===== src/sv/ycc_pkg.sv =====
// ----------------------------------------------------------------------------
// ycc_pkg
// Shared types and constants for the 4:2:2 YCbCr to RGB stream converter.
// ----------------------------------------------------------------------------
`default_nettype none

package ycc_pkg;

  localparam int COEF_W    = 19;
  localparam int BYTE_W    = 8;
  localparam int FRAC_BITS = 16;
  localparam int PROD_W    = COEF_W + BYTE_W + 1;
  localparam int SUM_W     = PROD_W + 2;
  localparam int SHIFT_W   = SUM_W - FRAC_BITS;
  localparam int CFG_IDX_W = 3;

  localparam logic [BYTE_W-1:0] LUMA_OFFSET = 8'd16;
  localparam logic [BYTE_W-1:0] BYTE_MAX    = 8'd255;

  localparam logic signed [COEF_W-1:0] LUMA_GAIN_RST   = 19'sd76284;
  localparam logic signed [COEF_W-1:0] CR_TO_RED_RST   = 19'sd104596;
  localparam logic signed [COEF_W-1:0] CB_TO_GREEN_RST = -19'sd25690;
  localparam logic signed [COEF_W-1:0] CR_TO_GREEN_RST = -19'sd53281;
  localparam logic signed [COEF_W-1:0] CB_TO_BLUE_RST  = 19'sd132186;

  typedef enum logic [CFG_IDX_W-1:0] {
    CFG_LUMA_GAIN   = 3'd0,
    CFG_CR_TO_RED   = 3'd1,
    CFG_CB_TO_GREEN = 3'd2,
    CFG_CR_TO_GREEN = 3'd3,
    CFG_CB_TO_BLUE  = 3'd4
  } cfg_idx_e;

  typedef enum logic [1:0] {
    PH_CB = 2'd0,
    PH_Y0 = 2'd1,
    PH_CR = 2'd2,
    PH_Y1 = 2'd3
  } phase_e;

  typedef struct packed {
    logic signed [COEF_W-1:0] luma_gain;
    logic signed [COEF_W-1:0] cr_to_red;
    logic signed [COEF_W-1:0] cb_to_green;
    logic signed [COEF_W-1:0] cr_to_green;
    logic signed [COEF_W-1:0] cb_to_blue;
  } coef_t;

  typedef struct packed {
    logic [BYTE_W-1:0] luma;
    logic [BYTE_W-1:0] cr;
    logic [BYTE_W-1:0] cb;
  } pix_t;

  typedef struct packed {
    logic signed [PROD_W-1:0] base;
    logic signed [PROD_W-1:0] cr_red;
    logic signed [PROD_W-1:0] cb_green;
    logic signed [PROD_W-1:0] cr_green;
    logic signed [PROD_W-1:0] cb_blue;
  } prod_t;

  typedef struct packed {
    logic [BYTE_W-1:0] red;
    logic [BYTE_W-1:0] green;
    logic [BYTE_W-1:0] blue;
  } rgb_t;

endpackage

`default_nettype wire


===== src/sv/ycbcr422_to_rgb_stream.sv =====
// ----------------------------------------------------------------------------
// ycbcr422_to_rgb_stream
// BT.601 YCbCr 4:2:2 byte stream to RGB pixel converter.
//
// Input: one byte per item on in_valid_i / in_stall_o, ordered Cb, Y, Cr, Y
// without framing. Output: one RGB pixel per item on out_valid_o /
// out_stall_i, produced after every Cb or Cr byte except the first one after
// reset. Five signed Q2.16 coefficients are written through cfg_we_i,
// cfg_index_i and cfg_data_i; the user must write them only while the
// stream is idle, as the block itself does not enforce it. Other indexes
// are dropped. Throughput: one byte per cycle while in_stall_o is low.
// A pixel passes from the byte that completes it through the unpack
// register, the product register and the result register.
// Reset clears the byte phase, the held components and all valid bits and
// loads the standard BT.601 coefficients. A stall on the output holds the
// pixel; the three stages fill and then in_stall_o rises.
// ----------------------------------------------------------------------------
`default_nettype none

module ycbcr422_to_rgb_stream
  import ycc_pkg::*;
(
  input  wire logic                 clk_i,
  input  wire logic                 rst_ni,
  input  wire logic                 in_valid_i,
  output logic                      in_stall_o,
  input  wire logic [BYTE_W-1:0]    stream_byte_i,
  output logic                      out_valid_o,
  input  wire logic                 out_stall_i,
  output logic [BYTE_W-1:0]         red_o,
  output logic [BYTE_W-1:0]         green_o,
  output logic [BYTE_W-1:0]         blue_o,
  input  wire logic                 cfg_we_i,
  input  wire logic [CFG_IDX_W-1:0] cfg_index_i,
  input  wire logic [COEF_W-1:0]    cfg_data_i
);

  coef_t coef_q, coef_d;
  pix_t  pix;
  prod_t prod;
  rgb_t  rgb;
  logic  in_ready;
  logic  pix_valid, pix_ready;
  logic  prod_valid, prod_ready;

  always_comb begin
    coef_d = coef_q;
    if (cfg_we_i) begin
      unique case (cfg_idx_e'(cfg_index_i))
        CFG_LUMA_GAIN:   coef_d.luma_gain   = $signed(cfg_data_i);
        CFG_CR_TO_RED:   coef_d.cr_to_red   = $signed(cfg_data_i);
        CFG_CB_TO_GREEN: coef_d.cb_to_green = $signed(cfg_data_i);
        CFG_CR_TO_GREEN: coef_d.cr_to_green = $signed(cfg_data_i);
        CFG_CB_TO_BLUE:  coef_d.cb_to_blue  = $signed(cfg_data_i);
        default:         coef_d             = coef_q;
      endcase
    end
  end

  always_ff @(posedge clk_i or negedge rst_ni) begin
    if (!rst_ni) begin
      coef_q.luma_gain   <= LUMA_GAIN_RST;
      coef_q.cr_to_red   <= CR_TO_RED_RST;
      coef_q.cb_to_green <= CB_TO_GREEN_RST;
      coef_q.cr_to_green <= CR_TO_GREEN_RST;
      coef_q.cb_to_blue  <= CB_TO_BLUE_RST;
    end else begin
      coef_q <= coef_d;
    end
  end

  ycc_unpack u_unpack (
    .clk_i   (clk_i),
    .rst_ni  (rst_ni),
    .valid_i (in_valid_i),
    .byte_i  (stream_byte_i),
    .ready_o (in_ready),
    .valid_o (pix_valid),
    .pix_o   (pix),
    .ready_i (pix_ready)
  );

  ycc_mult u_mult (
    .clk_i   (clk_i),
    .rst_ni  (rst_ni),
    .valid_i (pix_valid),
    .pix_i   (pix),
    .coef_i  (coef_q),
    .ready_o (pix_ready),
    .valid_o (prod_valid),
    .prod_o  (prod),
    .ready_i (prod_ready)
  );

  ycc_clamp u_clamp (
    .clk_i   (clk_i),
    .rst_ni  (rst_ni),
    .valid_i (prod_valid),
    .prod_i  (prod),
    .ready_o (prod_ready),
    .valid_o (out_valid_o),
    .rgb_o   (rgb),
    .ready_i (!out_stall_i)
  );

  assign in_stall_o = !in_ready;
  assign red_o      = rgb.red;
  assign green_o    = rgb.green;
  assign blue_o     = rgb.blue;

`ifndef SYNTHESIS
  a_stall_only_when_full: assert property (@(posedge clk_i) disable iff (!rst_ni)
    in_stall_o |-> (pix_valid && prod_valid && out_valid_o && out_stall_i))
    else $error("input stalled while the pipeline has room");

  a_pixel_from_accept: assert property (@(posedge clk_i) disable iff (!rst_ni)
    $rose(pix_valid) |-> $past(in_valid_i && !in_stall_o))
    else $error("pixel registered without an accepted byte");

  a_result_from_product: assert property (@(posedge clk_i) disable iff (!rst_ni)
    $rose(out_valid_o) |-> $past(prod_valid))
    else $error("result valid without a product in flight");
`endif

endmodule

`default_nettype wire


===== src/sv/ycc_unpack.sv =====
// ----------------------------------------------------------------------------
// ycc_unpack
// Tracks the Cb, Y, Cr, Y byte phase, holds the latest components and
// registers one pixel after every even-phase byte but the first.
// ----------------------------------------------------------------------------
`default_nettype none

module ycc_unpack
  import ycc_pkg::*;
(
  input  wire logic              clk_i,
  input  wire logic              rst_ni,
  input  wire logic              valid_i,
  input  wire logic [BYTE_W-1:0] byte_i,
  output logic                   ready_o,
  output logic                   valid_o,
  output pix_t                   pix_o,
  input  wire logic              ready_i
);

  phase_e            phase_q, phase_d;
  logic              primed_q, primed_d;
  logic [BYTE_W-1:0] luma_q, luma_d;
  logic [BYTE_W-1:0] cr_q, cr_d;
  logic [BYTE_W-1:0] cb_q, cb_d;
  logic              valid_q, valid_d;
  pix_t              pix_q;
  logic              accept;
  logic              emit;

  assign ready_o = !valid_q || ready_i;
  assign accept  = valid_i && ready_o;

  always_comb begin
    phase_d = phase_q;
    if (accept) begin
      phase_d = phase_e'(phase_q + 2'd1);
    end
  end

  always_comb begin
    primed_d = primed_q;
    luma_d   = luma_q;
    cr_d     = cr_q;
    cb_d     = cb_q;
    emit     = 1'b0;
    if (accept) begin
      unique case (phase_q)
        PH_CB: begin
          cb_d     = byte_i;
          emit     = primed_q;
          primed_d = 1'b1;
        end
        PH_CR: begin
          cr_d     = byte_i;
          emit     = primed_q;
          primed_d = 1'b1;
        end
        PH_Y0, PH_Y1: begin
          luma_d = byte_i;
        end
        default: begin
          luma_d = luma_q;
        end
      endcase
    end
  end

  assign valid_d = ready_o ? (accept && emit) : valid_q;

  always_ff @(posedge clk_i or negedge rst_ni) begin
    if (!rst_ni) begin
      phase_q  <= PH_CB;
      primed_q <= 1'b0;
      luma_q   <= '0;
      cr_q     <= '0;
      cb_q     <= '0;
      valid_q  <= 1'b0;
    end else begin
      phase_q  <= phase_d;
      primed_q <= primed_d;
      luma_q   <= luma_d;
      cr_q     <= cr_d;
      cb_q     <= cb_d;
      valid_q  <= valid_d;
    end
  end

  always_ff @(posedge clk_i) begin
    if (accept && emit) begin
      pix_q.luma <= luma_q;
      pix_q.cr   <= cr_d;
      pix_q.cb   <= cb_d;
    end
  end

  assign valid_o = valid_q;
  assign pix_o   = pix_q;

endmodule

`default_nettype wire


===== src/sv/ycc_mult.sv =====
// ----------------------------------------------------------------------------
// ycc_mult
// Centers the held components and registers the five coefficient products.
// ----------------------------------------------------------------------------
`default_nettype none

module ycc_mult
  import ycc_pkg::*;
(
  input  wire logic  clk_i,
  input  wire logic  rst_ni,
  input  wire logic  valid_i,
  input  wire pix_t  pix_i,
  input  wire coef_t coef_i,
  output logic       ready_o,
  output logic       valid_o,
  output prod_t      prod_o,
  input  wire logic  ready_i
);

  logic                     valid_q, valid_d;
  logic                     load;
  prod_t                    prod_q, prod_d;
  logic signed [BYTE_W:0]   luma_c;
  logic signed [BYTE_W-1:0] cr_c;
  logic signed [BYTE_W-1:0] cb_c;

  assign ready_o = !valid_q || ready_i;
  assign load    = valid_i && ready_o;
  assign valid_d = ready_o ? valid_i : valid_q;

  always_comb begin
    luma_c = $signed({1'b0, pix_i.luma} - {1'b0, LUMA_OFFSET});
    cr_c   = $signed({~pix_i.cr[BYTE_W-1], pix_i.cr[BYTE_W-2:0]});
    cb_c   = $signed({~pix_i.cb[BYTE_W-1], pix_i.cb[BYTE_W-2:0]});
    prod_d.base     = PROD_W'(coef_i.luma_gain)   * PROD_W'(luma_c);
    prod_d.cr_red   = PROD_W'(coef_i.cr_to_red)   * PROD_W'(cr_c);
    prod_d.cb_green = PROD_W'(coef_i.cb_to_green) * PROD_W'(cb_c);
    prod_d.cr_green = PROD_W'(coef_i.cr_to_green) * PROD_W'(cr_c);
    prod_d.cb_blue  = PROD_W'(coef_i.cb_to_blue)  * PROD_W'(cb_c);
  end

  always_ff @(posedge clk_i or negedge rst_ni) begin
    if (!rst_ni) begin
      valid_q <= 1'b0;
    end else begin
      valid_q <= valid_d;
    end
  end

  always_ff @(posedge clk_i) begin
    if (load) begin
      prod_q <= prod_d;
    end
  end

  assign valid_o = valid_q;
  assign prod_o  = prod_q;

endmodule

`default_nettype wire


===== src/sv/ycc_clamp.sv =====
// ----------------------------------------------------------------------------
// ycc_clamp
// Sums the products per channel, floors by the fraction bits, clamps each
// channel to one byte and holds the pixel in the result register.
// ----------------------------------------------------------------------------
`default_nettype none

module ycc_clamp
  import ycc_pkg::*;
(
  input  wire logic  clk_i,
  input  wire logic  rst_ni,
  input  wire logic  valid_i,
  input  wire prod_t prod_i,
  output logic       ready_o,
  output logic       valid_o,
  output rgb_t       rgb_o,
  input  wire logic  ready_i
);

  logic                    valid_q, valid_d;
  logic                    load;
  rgb_t                    rgb_q, rgb_d;
  logic signed [SUM_W-1:0] sum_r;
  logic signed [SUM_W-1:0] sum_g;
  logic signed [SUM_W-1:0] sum_b;

  function automatic logic [BYTE_W-1:0] to_byte(input logic signed [SUM_W-1:0] s);
    logic signed [SHIFT_W-1:0] f;
    f = $signed(s[SUM_W-1:FRAC_BITS]);
    if (f < 0) begin
      to_byte = '0;
    end else if (f > $signed({{(SHIFT_W-BYTE_W){1'b0}}, BYTE_MAX})) begin
      to_byte = BYTE_MAX;
    end else begin
      to_byte = f[BYTE_W-1:0];
    end
  endfunction

  assign ready_o = !valid_q || ready_i;
  assign load    = valid_i && ready_o;
  assign valid_d = ready_o ? valid_i : valid_q;

  always_comb begin
    sum_r = SUM_W'(prod_i.base) + SUM_W'(prod_i.cr_red);
    sum_g = SUM_W'(prod_i.base) + SUM_W'(prod_i.cb_green) + SUM_W'(prod_i.cr_green);
    sum_b = SUM_W'(prod_i.base) + SUM_W'(prod_i.cb_blue);
    rgb_d.red   = to_byte(sum_r);
    rgb_d.green = to_byte(sum_g);
    rgb_d.blue  = to_byte(sum_b);
  end

  always_ff @(posedge clk_i or negedge rst_ni) begin
    if (!rst_ni) begin
      valid_q <= 1'b0;
    end else begin
      valid_q <= valid_d;
    end
  end

  always_ff @(posedge clk_i) begin
    if (load) begin
      rgb_q <= rgb_d;
    end
  end

  assign valid_o = valid_q;
  assign rgb_o   = rgb_q;

endmodule

`default_nettype wire

===== config.mk =====
export PLATFORM = sky130hd
export DESIGN_NAME = ycbcr422_to_rgb_stream
export DESIGN_NICKNAME = d
export VERILOG_FILES = /design/src/sv/ycc_pkg.sv /design/src/sv/ycbcr422_to_rgb_stream.sv /design/src/sv/ycc_unpack.sv /design/src/sv/ycc_mult.sv /design/src/sv/ycc_clamp.sv
export SDC_FILE = /design/constraint.sdc
export NUM_CORES = 2
export LEC_CHECK = 0
export ABC_CLOCK_PERIOD_IN_PS = 19710
export BUFFER_PORTS_ARGS = -buffer_cell sky130_fd_sc_hd__buf_2
export CORE_AREA = 3 3 253 279
export DETAILED_ROUTE_END_ITERATION = 6
export DIE_AREA = 0 0 256 282
export GPL_TIMING_DRIVEN = 0
export PLACE_DENSITY_LB_ADDON = 0.12
export RECOVER_POWER = 25
export SKIP_CTS_REPAIR_TIMING = 1
export SLEW_MARGIN = 20
export SYNTH_ARGS = -nofsm -noshare
export SYNTH_HDL_FRONTEND = slang
export SYNTH_SLANG_ARGS = --single-unit

===== constraint.sdc =====
create_clock -name clk_i -period 19.71 [get_ports clk_i]
set_input_delay 0.9855 -clock clk_i [delete_from_list [all_inputs] [get_ports clk_i]]
set_output_delay 0.9855 -clock clk_i [all_outputs]
set_load 0.01 [all_outputs]

==> metrics.yaml <==
synth:
  ys_types: 79
  synth_area_per_cell_um2: 10.3
  yosysSeqAreaShare: 0.214
  synthArstFlopShare: 0.405
  synth-warning-count: 0
  synth-seq-cells: 309
  synthCells: 3951
  syn_nets: 4986
  synthFlopType: "edfxtp_1"
  synth_edf_count: 184
  netlist_area_um2: 40600
cts:
  clk_latency_ps: 570
  max-clock-path-buffers: 3
  cts-htree-levels: 2
  clock_sinks: 309
  path_clk_slew_ps: 60
  cts_root_buf: "clkbuf_16"
  cts_tree: "done"
  cts_made_buffers: 39
critical_path:
  critPathLaunch: "u_unpack.pix_o[20]"
  r2r-end: "u_mult.prod_o[138]"
  rrSetupSlack_ps: 11110
  cp_common_cell: "fa_1"
  worstPathArrival_ps: 8910
  crit_type: "flip-flop to flip-flop"
  regToRegStartpoint: "u_unpack.pix_o[20]"
  cp_slowest_stage_delay_ps: 800
  end_kind: "flip-flop"
  crit_path_cell_trace: "clkbuf_1 -> inv_1 -> ha_1 -> xor2_1 -> clkbuf_1 -> nand2_1 -> fa_1 -> fa_1 -> fa_1 -> inv_1 -> fa_1 -> inv_1 -> fa_1 -> inv_1 -> ha_1 -> o21ai_0 -> o21ai_0 -> o2111ai_1 -> a21oi_1 -> o311ai_0 -> a21o_1 -> o21ai_0 -> a21oi_1 -> xnor2_1"
  startpoint_type: "flip-flop"
  crit_fanout: 10
  cp_slowest_cell: "xor2_1"
  crit_required_ps: 20020
  reg2regPathDepth: 24
die:
  coreArea_um2: 67900
  dieArea_um2: 72200
  start_util: 0.598
  fp.dieW_um: 256
  num_rows: 100
  die_y_um: 282
  io_pins: 61
routing:
  first_pass_iters: 5
  drc: 0
  wl_um: 100000
  via_count: 27848
  wl_per_cell_um: 20.0
  viasPerCell: 5.56
  ant_nets: 0
  drtIter0Drc: 2033
timing:
  slew_headroom: -1.79
  whs_ps: 441
  finalMaxSlewViolations: 145
  grt_setup_unrepaired: "false"
  setup-tns-final_ps: 0
  hold_viol_final: 0
  fmax_ghz: 0.116
  worst_clock_skew_ps: 21.4
  setup_viol: 0
  finalCriticalPeriod_ps: 8600
  timing.final.crit_share: 0.436
  worst_pin_slew_ps: 4180
cells_and_area:
  finalInstanceArea_um2: 43500
  final_layout_size_suffix_gt1_frac: 0.0993
  area_growth_pct: 7.04
  final_common_cell: "inv_1"
  final_cell_mix: "inv_1, fa_1, and2_1, ha_1, nand2_1"
  nets: 5092
flow_run:
  drv_cap: 3
min_path:
  holdPathEnd: "u_unpack.pix_o[17]"
  hp-class: "flip-flop to flip-flop"
  worstHoldStart: "u_unpack.luma_q[1]"
  min_path_cells: 0
global_route:
  antenna_found_initial: 10
  grt_pass1_wl_um: 162000
  grt_pass1_vias: 29081
  overflow: 0
  track_usage: 0.292
  grt_max_degree: 68
outcome:
  status: "finished, violations left"
  violations: "capacitance limit, slew limit"
place:
  io_buffers: 60
  gp_congestion: 0.913
  place_area_um2: 42200
  dpl.hpwl_um: 78700
[cell families after synthesis]
kind of cell	synth area share
AO/OA/AOI/OAI	0.0648
XOR/XNOR	0.0315
adder cells (fa/ha/maj)	0.428
buffers and inverters	0.0819
flip-flops	0.214
multiplexers	0.0347
AND/OR/NAND/NOR	0.145
[synthesized netlist by cell type, types with 4 or more instances]
library cell / n / area, um^2
nand2_1: 281 / 1050
nor2_1: 86 / 323
or4_1: 4 / 30.0
o211ai_1: 13 / 97.6
a21oi_1: 108 / 541
edfxtp_1: 184 / 5530
and3_1: 13 / 81.3
clkbuf_1: 96 / 360
dfrtp_1: 75 / 1880
o21ai_1: 10 / 50.1
and4_1: 4 / 35.0
o21ai_0: 67 / 335
inv_1: 776 / 2910
or2_2: 83 / 519
nand4_1: 7 / 43.8
nor3_1: 33 / 165
o21a_1: 26 / 195
and2_1: 420 / 2630
a21boi_0: 10 / 75.1
o21bai_1: 13 / 97.6
fa_1: 651 / 13000
a211oi_1: 17 / 128
a31o_2: 5 / 43.8
mux2i_1: 6 / 60.1
a31oi_1: 18 / 113
xor2_1: 35 / 307
nor2b_1: 68 / 425
or3_1: 14 / 87.6
nand3_1: 35 / 175
o2111ai_1: 8 / 70.1
xnor2_1: 111 / 972
o211a_1: 5 / 50.1
nand2b_1: 24 / 150
nor4_1: 5 / 31.3
buf_1: 9 / 33.8
a21o_1: 40 / 300
dfstp_2: 50 / 1310
o31ai_1: 4 / 30.0
a211o_1: 4 / 35.0
a41oi_1: 5 / 43.8
ha_1: 349 / 4370
mux2_2: 120 / 1350
[state kept, by name, summed over array words and instances, names as in the netlist]
| register | count |
|---|---|
| coef_q | 95 |
| u_clamp.rgb_o | 24 |
| u_clamp.valid_o | 1 |
| u_mult.prod_o | 136 |
| u_mult.valid_o | 1 |
| u_unpack.cb_q | 8 |
| u_unpack.cr_q | 8 |
| u_unpack.luma_q | 8 |
| u_unpack.phase_q | 2 |
| u_unpack.pix_o | 24 |
| u_unpack.primed_q | 1 |
| u_unpack.valid_o | 1 |
[cell type report]
cell class,instances,area [um^2]
flip-flops and latches,309,8720
plain buffers,109,414
clock buffers,55,1140
inverters,776,2910
fillers,5628,24400
repair buffers,65,368
multi-input cells,2757,28600
diodes,6,15.0
clock inverters,16,181
well taps,918,1150
[worst max-delay path by stage]
stage	end
after floorplan	u_mult.prod_o[138]
after global placement	u_mult.prod_o[138]
after detailed placement	u_mult.prod_o[138]
after CTS	u_mult.prod_o[138]
after global routing	u_mult.prod_o[138]
final	u_mult.prod_o[138]
[per-stage QoR]
step,setup WS [ps],instances,util
2_1_floorplan,13340,3951,-
3_3_place_gp,11270,4929,0.620
3_5_place_dp,11210,4934,0.622
4_1_cts,11150,5005,0.641
5_1_grt,10660,5006,0.640
6_report,11110,5011,0.640
[routing by layer]
layer	track usage	vias up	share of wire
li1	-	12668	-
met3	0.0391	155	0.065
met4	0.116	12	0.044
met5	0	-	0.00088
met2	0.475	731	0.46
met1	0.403	14282	0.43
[worst max-delay path, delay by kind of cell, from the launching register on]
family                     cells  cell delay, ps
and+or+nand+nor                1             160
buffers and inverters          6            1600
DFF                            1             680
AOI/OAI and AO/OA              8            1880
adders and majority gates      7            3110
xor gates and xnor gates       2             890
Power is left out: the tool's default activity adds up to more than one toggle a clock period on the data nets, which glitch-free logic cannot reach.
